[src/line_follow_pid_drive_defines.svh]
`ifndef LINE_FOLLOW_PID_DRIVE_DEFINES_SVH
`define LINE_FOLLOW_PID_DRIVE_DEFINES_SVH

// Assertion helpers. Each expects signals named clk and rst_n in the
// enclosing module, and is disabled while reset is held.

// The consequent must hold in the same cycle as the antecedent.
`define LFPD_ASSERT_SAME(label, ante, cons, msg) \
  label: assert property (@(posedge clk) disable iff (!rst_n) (ante) |-> (cons)) \
    else $error(msg);

// The consequent must hold in the cycle after the antecedent.
`define LFPD_ASSERT_NEXT(label, ante, cons, msg) \
  label: assert property (@(posedge clk) disable iff (!rst_n) (ante) |=> (cons)) \
    else $error(msg);

`endif

[src/lfpd_pkg.sv]
package lfpd_pkg;

  // Sensor array.
  localparam int SENSOR_COUNT = 5;
  localparam int SENSOR_HALF  = SENSOR_COUNT / 2;
  localparam int IDX_W        = $clog2(SENSOR_COUNT);
  localparam int COUNT_W      = $clog2(SENSOR_COUNT + 1);
  // The magnitude of the weight sum never exceeds SENSOR_COUNT squared.
  localparam int SUM_MAG_W    = $clog2(SENSOR_COUNT * SENSOR_COUNT + 1);
  localparam int SUM_W        = SUM_MAG_W + 1;

  // Fixed-point formats.
  localparam int ERR_W   = 16;  // Q3.12
  localparam int ERR_FRAC = 12;
  localparam int DT_W    = 20;  // Q4.16
  localparam int DT_FRAC = 16;
  localparam int INTEG_W = 40;  // Q27.12
  localparam int GAIN_W  = 8;
  localparam int DRIVE_W = 9;
  localparam int DRIVE_LIMIT = 255;
  localparam int PID_W   = 50;

  // Shared divider.
  localparam int QUO_W   = ERR_W + DT_FRAC;
  localparam int STEP_W  = $clog2(QUO_W + 1);
  localparam int ERR_DIV_STEPS = SUM_MAG_W + ERR_FRAC;
  localparam int DERIV_W = QUO_W + 1;

  // Configuration port.
  localparam int CFG_IDX_W  = 3;
  localparam int CFG_DATA_W = 8;
  localparam logic [CFG_IDX_W-1:0] CFG_PROP_GAIN   = 3'd0;
  localparam logic [CFG_IDX_W-1:0] CFG_INTEG_GAIN  = 3'd1;
  localparam logic [CFG_IDX_W-1:0] CFG_DERIV_GAIN  = 3'd2;
  localparam logic [CFG_IDX_W-1:0] CFG_LEFT_BASE   = 3'd3;
  localparam logic [CFG_IDX_W-1:0] CFG_RIGHT_BASE  = 3'd4;

  // Request to the shared divider. The dividend is aligned to the top of
  // the word so that steps iterations yield the whole quotient.
  typedef struct packed {
    logic              start;
    logic [QUO_W-1:0]  dividend;
    logic [DT_W-1:0]   divisor;
    logic [STEP_W-1:0] steps;
  } div_req_t;

endpackage

[src/lfpd_divider.sv]
module lfpd_divider (
  input  logic                       clk,
  input  logic                       rst_n,
  input  lfpd_pkg::div_req_t         div_req,
  output logic [lfpd_pkg::QUO_W-1:0] div_quo,
  output logic                       div_done
);
  import lfpd_pkg::*;

  logic [QUO_W-1:0]  quo_r;
  logic [DT_W-1:0]   rem_r;
  logic [DT_W-1:0]   divisor_r;
  logic [STEP_W-1:0] cnt_r;
  logic              busy_r;
  logic              done_r;

  logic [DT_W:0]     trial;
  logic              fits;
  logic [DT_W:0]     rem_nxt;

  // One restoring step: bring down the next dividend bit and subtract
  // the divisor where it fits.
  always_comb begin
    trial   = {rem_r, quo_r[QUO_W-1]};
    fits    = (trial >= {1'b0, divisor_r});
    rem_nxt = fits ? (trial - {1'b0, divisor_r}) : trial;
  end

  always_ff @(posedge clk) begin
    if (!rst_n) begin
      busy_r <= 1'b0;
      done_r <= 1'b0;
      cnt_r  <= '0;
    end else begin
      done_r <= 1'b0;
      if (div_req.start) begin
        quo_r     <= div_req.dividend;
        rem_r     <= '0;
        divisor_r <= div_req.divisor;
        cnt_r     <= div_req.steps;
        busy_r    <= 1'b1;
      end else if (busy_r) begin
        quo_r <= {quo_r[QUO_W-2:0], fits};
        rem_r <= rem_nxt[DT_W-1:0];
        cnt_r <= cnt_r - STEP_W'(1);
        if (cnt_r == STEP_W'(1)) begin
          busy_r <= 1'b0;
          done_r <= 1'b1;
        end
      end
    end
  end

  assign div_quo  = quo_r;
  assign div_done = done_r;

endmodule

[src/line_follow_pid_drive.sv]
// Channel  | Direction | Handshake          | Payload
// ---------+-----------+--------------------+-------------------------------------
// in_      | into      | in_valid/in_stall  | in_sensor_bits, in_time_step
// out_     | out of    | out_valid/out_stall| out_drive_a, out_drive_b (signed)
// cfg_     | into      | cfg_wr_en          | cfg_index, cfg_data
//
// A request keeps the input stalled from acceptance until its result is registered;
// the bit-serial divider spends 17 steps of it on the line error (skipped when no
// sensor sees the line) and 32 on the derivative.
// A zero time step is accepted and retired, and the block is ready in the next cycle.
// Reset (rst_n low, synchronous) clears the gains, bases, held error and integral.
// While a result is stalled the next request waits in its last step, and no new one is taken.
`include "line_follow_pid_drive_defines.svh"

module line_follow_pid_drive (
  input  logic                                    clk,
  input  logic                                    rst_n,
  // Configuration write port.
  input  logic                                    cfg_wr_en,
  input  logic [lfpd_pkg::CFG_IDX_W-1:0]          cfg_index,
  input  logic [lfpd_pkg::CFG_DATA_W-1:0]         cfg_data,
  // Sensor request channel.
  input  logic                                    in_valid,
  output logic                                    in_stall,
  input  logic [lfpd_pkg::SENSOR_COUNT-1:0]       in_sensor_bits,
  input  logic [lfpd_pkg::DT_W-1:0]               in_time_step,
  // Drive result channel.
  output logic                                    out_valid,
  input  logic                                    out_stall,
  output logic signed [lfpd_pkg::DRIVE_W-1:0]     out_drive_a,
  output logic signed [lfpd_pkg::DRIVE_W-1:0]     out_drive_b
);
  import lfpd_pkg::*;

  localparam int MUL_A_W = INTEG_W;
  localparam int MUL_P_W = MUL_A_W + DT_W + 1;
  localparam logic [PID_W-1:0] DT_ROUND = PID_W'((1 << DT_FRAC) - 1);
  localparam logic signed [PID_W-1:0] DRIVE_LIM_Q =
    PID_W'(DRIVE_LIMIT * (1 << ERR_FRAC));
  localparam logic [INTEG_W-1:0] INTEG_MAX = {1'b0, {(INTEG_W-1){1'b1}}};
  localparam logic [INTEG_W-1:0] INTEG_MIN = {1'b1, {(INTEG_W-1){1'b0}}};
  // The one drive code that the clamp must never let through.
  localparam logic [DRIVE_W-1:0] DRIVE_FORBIDDEN = {1'b1, {(DRIVE_W-1){1'b0}}};

  // The sequencer walks the sensors, then reuses the divider and the
  // multiplier for each term of the controller in turn.
  typedef enum logic [3:0] {
    ST_IDLE,
    ST_SCAN,
    ST_ERR_START,
    ST_ERR_DIV,
    ST_MUL_INC,
    ST_INTEG,
    ST_DER_START,
    ST_DER_DIV,
    ST_MUL_K,
    ST_MUL_D,
    ST_ACC_D,
    ST_DRIVE
  } state_t;

  state_t state_r;

  // Configuration registers.
  logic [GAIN_W-1:0] prop_gain_r;
  logic [GAIN_W-1:0] integ_gain_r;
  logic [GAIN_W-1:0] deriv_gain_r;
  logic [GAIN_W-1:0] left_base_r;
  logic [GAIN_W-1:0] right_base_r;

  // Controller state kept across requests.
  logic signed [ERR_W-1:0]   line_error_r;
  logic signed [INTEG_W-1:0] integral_r;

  // Working registers of one request.
  logic [SENSOR_COUNT-1:0]   bits_r;
  logic [DT_W-1:0]           dt_r;
  logic [IDX_W-1:0]          idx_r;
  logic signed [SUM_W-1:0]   sum_r;
  logic [COUNT_W-1:0]        count_r;
  logic signed [ERR_W-1:0]   err_new_r;
  logic signed [DERIV_W-1:0] deriv_r;
  logic signed [PID_W-1:0]   prod_r;
  logic signed [PID_W-1:0]   acc_r;

  // Result register.
  logic                      out_valid_r;
  logic signed [DRIVE_W-1:0] out_drive_a_r;
  logic signed [DRIVE_W-1:0] out_drive_b_r;

  // Shared divider.
  div_req_t         div_req;
  logic [QUO_W-1:0] div_quo;
  logic             div_done;

  // Combinational helpers.
  logic                       in_take;
  logic signed [SUM_W-1:0]    weight;
  logic signed [SUM_W-1:0]    sum_abs;
  logic signed [ERR_W:0]      diff;
  logic signed [ERR_W:0]      diff_abs;
  logic signed [MUL_A_W-1:0]  mul_a;
  logic [DT_W-1:0]            mul_b;
  logic signed [MUL_P_W-1:0]  mul_full;
  logic signed [PID_W-1:0]    inc_adj;
  logic signed [PID_W-1:0]    incr;
  logic [INTEG_W:0]           int_sum;
  logic signed [PID_W-1:0]    sum_a;
  logic signed [PID_W-1:0]    sum_b;
  logic                       out_free;

  // Clamp a Q12 value to the drive range and drop the fraction, rounding
  // toward zero.
  function automatic logic signed [DRIVE_W-1:0] drive_of(
    input logic signed [PID_W-1:0] v
  );
    logic signed [PID_W-1:0] mag;
    logic [DRIVE_W-1:0]      q;
    if (v > DRIVE_LIM_Q) begin
      mag = DRIVE_LIM_Q;
    end else if (v < -DRIVE_LIM_Q) begin
      mag = DRIVE_LIM_Q;
    end else if (v < 0) begin
      mag = -v;
    end else begin
      mag = v;
    end
    q = mag[ERR_FRAC +: DRIVE_W];
    return (v < 0) ? -$signed(q) : $signed(q);
  endfunction

  assign in_stall = (state_r != ST_IDLE);
  assign in_take  = in_valid && !in_stall;
  assign out_free = !out_valid_r || !out_stall;

  // The sensor weight of the bit under inspection runs from minus half the
  // array width up to plus half.
  assign weight = $signed({{(SUM_W-IDX_W){1'b0}}, idx_r}) - $signed(SUM_W'(SENSOR_HALF));
  assign sum_abs = sum_r[SUM_W-1] ? -sum_r : sum_r;

  // The new error minus the held one feeds the derivative. Both stay put
  // until the result leaves, so the sign is still valid when the divider
  // returns.
  assign diff     = $signed({err_new_r[ERR_W-1], err_new_r})
                  - $signed({line_error_r[ERR_W-1], line_error_r});
  assign diff_abs = diff[ERR_W] ? -diff : diff;

  // Divider requests: the mean of the weights, then the rate of change.
  always_comb begin
    div_req = '0;
    case (state_r)
      ST_ERR_START: begin
        div_req.start    = (count_r != '0);
        div_req.dividend = {sum_abs[SUM_MAG_W-1:0], {(QUO_W-SUM_MAG_W){1'b0}}};
        div_req.divisor  = {{(DT_W-COUNT_W){1'b0}}, count_r};
        div_req.steps    = STEP_W'(ERR_DIV_STEPS);
      end
      ST_DER_START: begin
        div_req.start    = 1'b1;
        div_req.dividend = {diff_abs[ERR_W-1:0], {DT_FRAC{1'b0}}};
        div_req.divisor  = dt_r;
        div_req.steps    = STEP_W'(QUO_W);
      end
      default: begin
        div_req = '0;
      end
    endcase
  end

  lfpd_divider u_divider (
    .clk      (clk),
    .rst_n    (rst_n),
    .div_req  (div_req),
    .div_quo  (div_quo),
    .div_done (div_done)
  );

  // Multiplier operands. The product is registered and taken up by the
  // state that follows.
  always_comb begin
    case (state_r)
      ST_MUL_INC: begin
        mul_a = {{(MUL_A_W-ERR_W){err_new_r[ERR_W-1]}}, err_new_r};
        mul_b = dt_r;
      end
      ST_INTEG: begin
        mul_a = {{(MUL_A_W-ERR_W){err_new_r[ERR_W-1]}}, err_new_r};
        mul_b = {{(DT_W-GAIN_W){1'b0}}, prop_gain_r};
      end
      ST_MUL_K: begin
        mul_a = integral_r;
        mul_b = {{(DT_W-GAIN_W){1'b0}}, integ_gain_r};
      end
      ST_MUL_D: begin
        mul_a = {{(MUL_A_W-DERIV_W){deriv_r[DERIV_W-1]}}, deriv_r};
        mul_b = {{(DT_W-GAIN_W){1'b0}}, deriv_gain_r};
      end
      default: begin
        mul_a = '0;
        mul_b = '0;
      end
    endcase
  end

  assign mul_full = mul_a * $signed({1'b0, mul_b});

  // Integral step: error times time step, scaled back to Q12 with the
  // fraction dropped toward zero, then a saturating add.
  assign inc_adj = prod_r + (prod_r[PID_W-1] ? $signed(DT_ROUND) : $signed(PID_W'(0)));
  assign incr    = inc_adj >>> DT_FRAC;
  assign int_sum = {integral_r[INTEG_W-1], integral_r} + incr[INTEG_W:0];

  // Channel A takes the right base plus the correction, channel B the left
  // base minus it.
  assign sum_a = $signed({{(PID_W-GAIN_W-ERR_FRAC){1'b0}}, right_base_r, {ERR_FRAC{1'b0}}})
               + acc_r;
  assign sum_b = $signed({{(PID_W-GAIN_W-ERR_FRAC){1'b0}}, left_base_r, {ERR_FRAC{1'b0}}})
               - acc_r;

  always_ff @(posedge clk) begin
    if (!rst_n) begin
      state_r      <= ST_IDLE;
      out_valid_r  <= 1'b0;
      prop_gain_r  <= '0;
      integ_gain_r <= '0;
      deriv_gain_r <= '0;
      left_base_r  <= '0;
      right_base_r <= '0;
      line_error_r <= '0;
      integral_r   <= '0;
      idx_r        <= '0;
      count_r      <= '0;
      sum_r        <= '0;
    end else begin
      // Configuration writes; unknown indexes are dropped.
      if (cfg_wr_en) begin
        case (cfg_index)
          CFG_PROP_GAIN:  prop_gain_r  <= cfg_data;
          CFG_INTEG_GAIN: integ_gain_r <= cfg_data;
          CFG_DERIV_GAIN: deriv_gain_r <= cfg_data;
          CFG_LEFT_BASE:  left_base_r  <= cfg_data;
          CFG_RIGHT_BASE: right_base_r <= cfg_data;
          default: begin
          end
        endcase
      end

      // The drive step refills the output register itself, so the result
      // is only dropped here in the other states.
      if (out_valid_r && !out_stall && (state_r != ST_DRIVE)) begin
        out_valid_r <= 1'b0;
      end

      prod_r <= mul_full[PID_W-1:0];

      case (state_r)
        ST_IDLE: begin
          if (in_take) begin
            bits_r  <= in_sensor_bits;
            dt_r    <= in_time_step;
            idx_r   <= '0;
            sum_r   <= '0;
            count_r <= '0;
            // A zero time step yields nothing and leaves the state alone.
            state_r <= (in_time_step != '0) ? ST_SCAN : ST_IDLE;
          end
        end
        ST_SCAN: begin
          if (bits_r[idx_r]) begin
            sum_r   <= sum_r + weight;
            count_r <= count_r + COUNT_W'(1);
          end
          idx_r <= idx_r + IDX_W'(1);
          if (idx_r == IDX_W'(SENSOR_COUNT - 1)) begin
            state_r <= ST_ERR_START;
          end
        end
        ST_ERR_START: begin
          // With no sensor on the line the previous error carries over.
          if (count_r == '0) begin
            err_new_r <= line_error_r;
            state_r   <= ST_MUL_INC;
          end else begin
            state_r   <= ST_ERR_DIV;
          end
        end
        ST_ERR_DIV: begin
          if (div_done) begin
            err_new_r <= sum_r[SUM_W-1] ? -div_quo[ERR_W-1:0] : div_quo[ERR_W-1:0];
            state_r   <= ST_MUL_INC;
          end
        end
        ST_MUL_INC: begin
          state_r <= ST_INTEG;
        end
        ST_INTEG: begin
          if (int_sum[INTEG_W] != int_sum[INTEG_W-1]) begin
            integral_r <= int_sum[INTEG_W] ? INTEG_MIN : INTEG_MAX;
          end else begin
            integral_r <= int_sum[INTEG_W-1:0];
          end
          state_r <= ST_DER_START;
        end
        ST_DER_START: begin
          // The proportional product arrives here and opens the sum.
          acc_r   <= prod_r;
          state_r <= ST_DER_DIV;
        end
        ST_DER_DIV: begin
          if (div_done) begin
            deriv_r <= diff[ERR_W] ? -$signed({1'b0, div_quo}) : $signed({1'b0, div_quo});
            state_r <= ST_MUL_K;
          end
        end
        ST_MUL_K: begin
          state_r <= ST_MUL_D;
        end
        ST_MUL_D: begin
          acc_r   <= acc_r + prod_r;
          state_r <= ST_ACC_D;
        end
        ST_ACC_D: begin
          acc_r   <= acc_r + prod_r;
          state_r <= ST_DRIVE;
        end
        ST_DRIVE: begin
          // Wait here until the output register can take the result.
          if (out_free) begin
            out_valid_r   <= 1'b1;
            out_drive_a_r <= drive_of(sum_a);
            out_drive_b_r <= drive_of(sum_b);
            line_error_r  <= err_new_r;
            state_r       <= ST_IDLE;
          end
        end
        default: begin
          state_r <= ST_IDLE;
        end
      endcase
    end
  end

  assign out_valid   = out_valid_r;
  assign out_drive_a = out_drive_a_r;
  assign out_drive_b = out_drive_b_r;

  `LFPD_ASSERT_NEXT(a_zero_dt_retires, in_take && (in_time_step == '0), !in_stall && $stable(line_error_r) && $stable(integral_r), "zero time step changed state or kept the block busy")
  `LFPD_ASSERT_SAME(a_div_done_in_div, div_done, (state_r == ST_ERR_DIV) || (state_r == ST_DER_DIV), "divider finished outside a divide step")
  `LFPD_ASSERT_NEXT(a_out_only_from_drive, !out_valid_r && (state_r != ST_DRIVE), !out_valid_r, "result appeared without a drive step")
  `LFPD_ASSERT_SAME(a_drive_in_range, out_valid_r, (out_drive_a_r != DRIVE_FORBIDDEN) && (out_drive_b_r != DRIVE_FORBIDDEN), "drive value escaped the clamp")

endmodule

[config.mk]
export PLATFORM = sky130hd
export DESIGN_NAME = line_follow_pid_drive
export DESIGN_NICKNAME = d
export VERILOG_FILES = /design/src/lfpd_pkg.sv /design/src/lfpd_divider.sv /design/src/line_follow_pid_drive.sv
export VERILOG_INCLUDE_DIRS = /design/src /design/src/src
export SDC_FILE = /design/constraint.sdc
export NUM_CORES = 2
export LEC_CHECK = 0
export BUFFER_PORTS_ARGS = -buffer_cell sky130_fd_sc_hd__buf_2
export CAP_MARGIN = 20
export CORE_UTILIZATION = 45
export DETAILED_ROUTE_END_ITERATION = 16
export PLACE_DENSITY_LB_ADDON = 0.08
export SLEW_MARGIN = 20
export SYNTH_ARGS = -nofsm -noshare
export SYNTH_HDL_FRONTEND = slang
export SYNTH_SLANG_ARGS = --single-unit
[constraint.sdc]
create_clock -name clk -period 9.7 [get_ports clk]
set_input_delay 0.485 -clock clk [delete_from_list [all_inputs] [get_ports clk]]
set_output_delay 0.485 -clock clk [all_outputs]
set_load 0.1 [all_outputs]
# Yosys cells after proc, flatten, opt, wreduce, memory -nomap -nowiden
# Index checks and enable logic that the tools add are counted.
# totals
register_bits	385
input_bits	41
output_inout_bits	20
word_cells	178
# op_classes
n_addsub	20
multipliers	1
order_cmp	8
n_eq_ne	26
muxes	58
bitwise_logic	2
reduce_logical	36
# ops
operator	count
2-to-1 mux 21 bit	12
one-hot mux 40 bit (3 select lines)	1
one-hot mux 59 bit (2 select lines)	1
> comparator 50 x 21 -> 1 bit (second input constant)	2
less-than comparator 50 x 1 -> 1 bit (second input constant)	2
less-than comparator 50 x 21 -> 1 bit (second input constant)	2
one-hot mux 50 bit (2 select lines)	1
2-to-1 mux 32 bit	3
2-to-1 mux 16 bit	5
2-to-1 mux 40 bit	2
one-hot mux 20 bit (4 select lines)	1
adder 21 x 50 -> 50 bit	1
adder 50 x 17 -> 50 bit	1
adder 50 bit	1
multiplier 40 x 21 -> 50 bit	1
subtractor 21 x 50 -> 50 bit	1
one-hot mux 4 bit (12 select lines)	1
negator 21 bit	2
adder 40 x 34 -> 41 bit	1
2-to-1 mux 20 bit	2
negator 32 -> 33 bit	1
negator 16 bit	2
one-hot mux 16 bit (2 select lines)	1
2-to-1 mux 6 bit	4
46 further kinds	100

# Depth between registers and ports, before layout
# logic_depth
word_depth	10
mapped_depth	36
mapped_depth_nobuf	32

# Cells and area by module
# A second synthesis with hierarchy kept.
# unflattened
cells_unflattened	5820
area_unflattened_um2	51017.7
# modules_own_cells
module	instances	cells_per_inst	area_per_inst_um2	seq_area_each_um2
line_follow_pid_drive	1	5408	46399.5	8027.7
lfpd_divider	1	412	4618.2	2322.2

# Worst setup path before layout
# OpenSTA, ideal clock, no wires.
# synth_timing
path_type	flip-flop to flip-flop
start	register state_r[1]
end	register prod_r[37], data pin
setup_time_ps	265
arrival_ps	8382
t_required_ps	9435
slack_ps	1052
path_stages_with_launch	33
n_path_buf	5
period_less_slack_ps	8648
cell_sequence	dfxtp_1 clkbuf_1 nor2_1 nand2_1 nor2_1 clkbuf_1 buf_1 buf_1 a22oi_1 and2_1 clkbuf_1 nor2_1 fa_1 fa_1 inv_1 fa_1 inv_1 fa_1 fa_1 fa_1 inv_1 fa_1 inv_1 ha_1 and4_1 nor2b_1 a221oi_1 a21oi_1 nor2_1 o21ai_0 a31oi_1 and4b_1 or3_1
# synth_via
elab_chain_len	4
word_cells_on_any_way	8
classes_between	mul (1); eq/ne (4); mux (2); reduce/logical (1)
# synth_lines
element	line	text
start, declared	line_follow_pid_drive.sv:62	state_t state_r;
start signal, assigned	line_follow_pid_drive.sv:265	state_r <= (in_time_step != '0) ? ST_SCAN : ST_IDLE;
equality test 4 x 3 -> 1 bit	line_follow_pid_drive.sv:181	case (state_r)
OR reduction 2 bit (no source line)	n/a	
one-hot mux 40 bit (3 select lines)	line_follow_pid_drive.sv:181	
multiplier 40 x 21 -> 50 bit (*)	line_follow_pid_drive.sv:205	assign mul_full = mul_a * $signed({1'b0, mul_b});
via mul_full[37]	line_follow_pid_drive.sv:104	logic signed [MUL_P_W-1:0] mul_full;
end signal, assigned	line_follow_pid_drive.sv:254	prod_r <= mul_full[PID_W-1:0];
end, declared	line_follow_pid_drive.sv:83	logic signed [PID_W-1:0] prod_r;
# The timed path passes the listed nets; every way through them passes the cells marked *.
# A chain may end at the register's enable or synchronous reset.

# Final worst setup path
# layout_timing
start	register state_r[3]
end	register prod_r[49], data pin
# Same word-level chain as after synthesis.

==> run metrics <==
Post-synth EDFFs 264; CP required 10.07 ns; DIE AREA 114400 um^2; Slew Viols, Final 0; Area contributors post-synth fa_1, edfxtp_1, ha_1, inv_1, nor2_1; Clk pin slew, worst setup/hold paths 0.07 ns; CP Launch Type register; Net Count, Synth 6858; synth cell count leaders inv_1, fa_1, nor2_1, nand2_1, a21oi_1; Synth area leader fa_1; sequential area share after synthesis 20.35%; maximum clock rate 108.7 MHz; routed len/inst 21.19 um; H-tree depth 2; first-pass GRT wire length 241.5 mm; CP endpoint kind register; Final ANT Viol Nets 0; HPWL after detailed placement 124.8 mm; PortBufs 60; via count 40490; Syn Inst Count 5843; GP Congestion 0.9301; final hold vios 0; Ports 61; CTS tree done; Hold Path Class input port to register; RSZ-0062 raised after global routing false; Setup crit start state_r[3]$_SDFFE_PN0P_; most frequent cell after synthesis inv_1; status completed; vias per inst 5.516; Max-slew headroom 19.22%; GR Overflow Total 0; most used cell, CP fa_1; largest net degree at the start of global routing 97; Hold Path Origin in_sensor_bits[1]; Final setup viols 0; initial antenna violation count 4; Post-synth ARST share 0%; crit-path max FO 21; Ant. Diodes 0; Cells after DPL 7242; Core Region 111400 um^2; NumNets Final 6829; CTS root buffer clkbuf_16; clk sinks 385; Setup TNS 0 ns; Main synth FF type edfxtp_1; Worst VDD drop 0.1126 mV; clock buffer depth 3; Worst-Margin Slew 1.201 ns; FF-to-FF Start state_r[3]$_SDFFE_PN0P_; FP Rows 122; Synth Cell Area 50870 um^2; slowest stage cell, crit path a221oi_4; die width 338.2 um; 1st-iter DRT viols 3123; critical path class register to register; Worst-Skew Late Latency 0.64 ns; Pre-Repair DR Iteration Count 7; PD cells 89.39 nW/um^2; Avg Synthesized Cell Area 8.706 um^2; Setup Skew 0.03763 ns; initial core utilization 45.65%; share of cells above drive strength 1 6.664%; WP data arrival 9.57 ns; global-route usage over all layers 27.04%; Tcrit/Tclk final 94.86%; vias in the first global route 40520; synthesis-stage register bit count 385; post-synth top area share 26.41%; synthesis warning total 0; final wirelength 155.5 mm; Lkg Pwr 24.00 nW; crit path time final 9.201 ns; Netlist cell types 100; total CTS buffers 48; Die Y 338.2 um; synthesis-to-finish area growth 7.679%; Max-Cap Viols 0; Layout Cells excl Fill 7340; DRC 0; Slowest Stage Delay on Critical Path 0.81 ns
-- path summary, 6_finish.rpt --
check | endpoint | slack, ns | cells after the start
worst max-delay path | prod_r[49]$_DFFE_PP_ | 0.50 | 29
worst min-delay path | bits_r[1]$_DFFE_PP_ | 0.04 | 1
worst max register to register | prod_r[49]$_DFFE_PP_ | 0.50 | 29
worst min register to register | line_error_r[2]$_SDFFE_PN0P_ | 0.47 | 2
-- stage by stage --
step	hold slack (ns)	util (%)	cell area, um^2	power, mW	setup WS, ns
after CTS	0.0005023	49.06	54670	4.918	0.4858
after global routing	0.01485	49.16	54780	5.097	0.1009
after global placement	0.4425	47.64	53090	3.088	0.6188
after floorplan	0.4336	-	50870	2.690	1.052
final	0.03644	49.16	54780	4.896	0.4986
after detailed placement	0.4552	47.65	53100	3.091	0.5187
-- state kept, by name, indices dropped and copies added, names as in the netlist, 8 cells and up --
| signal | flops |
|---|---|
| left_base_r | 8 |
| u_divider.divisor_r | 20 |
| prop_gain_r | 8 |
| out_drive_a | 9 |
| u_divider.rem_r | 20 |
| right_base_r | 8 |
| prod_r | 50 |
| integral_r | 40 |
| acc_r | 50 |
| u_divider.div_quo | 32 |
| dt_r | 20 |
| out_drive_b | 9 |
| err_new_r | 16 |
| integ_gain_r | 8 |
| deriv_r | 33 |
| deriv_gain_r | 8 |
| line_error_r | 16 |
-- where the power goes --
group          switching (mW)  internal, mW
registers               0.114          1.84
clock network           0.790          1.03
logic                   0.747         0.376
total                    1.65          3.25
-- cell type report --
cell class              instances  area (um^2)
inverters                     996         3739
clock inverters                28        235.2
well taps                    1488         1862
clock buffers                  60         1329
flip-flops and latches        385        10350
repair buffers                183         1245
fillers                     10860        56660
multi-input cells            4200        36020
-- logic make-up after synthesis --
| kind of cell | share of synthesized area [%] |
|---|---|
| multiplexers | 0.7010 |
| buffers and inverters | 9.322 |
| XOR/XNOR | 5.650 |
| AND/OR/NAND/NOR | 16.18 |
| flip-flops | 20.35 |
| adder cells (fa/ha/maj) | 34.61 |
| AO/OA/AOI/OAI | 13.20 |
-- layer usage --
layer | vias up | routed length [um] | global-route usage, %
li1 | 18980 | - | -
met1 | 20130 | 71400 | 38.89
met2 | 1205 | 70480 | 43.05
met3 | 172 | 10040 | 3.639
met4 | 0 | 3615 | 6.288
met5 | - | 0 | 0
-- repair_timing --
| action | CTS | global route |
|---|---|---|
| hold buffers | 1 | 0 |
| setup buffers | 0 | 8 |
| resized for setup | 0 | 1 |
| setup endpoints to repair | 0 | 2 |
| hold endpoints to repair | 1 | 0 |
-- critical path, delay by kind of cell (launching register included) --
kind	cells	cell delay [ns]
AND/OR/NAND/NOR	4	0.60
XOR/XNOR	1	0.08
adder cells (fa/ha/maj)	8	3.97
AO/OA/AOI/OAI	11	2.91
flip-flops	1	0.69
buffers and inverters	5	0.63
-- cell usage in the layout, fill, tap and decap left out, types with 59 or more instances in the layout --
master / synthesis / final
nand2_1: 509 / 507
nor2_1: 658 / 650
xor2_1: 114 / 114
inv_1: 996 / 995
buf_4: 0 / 121
a21o_1: 113 / 113
o21ai_0: 221 / 221
buf_2: 11 / 59
edfxtp_1: 264 / 264
ha_1: 303 / 303
dfxtp_1: 121 / 121
a21oi_1: 314 / 312
nand3_1: 122 / 122
xnor2_1: 211 / 211
and2_1: 61 / 64
nor3_1: 76 / 74
fa_1: 671 / 671
Note: power is estimated with default switching activity, not from simulation.
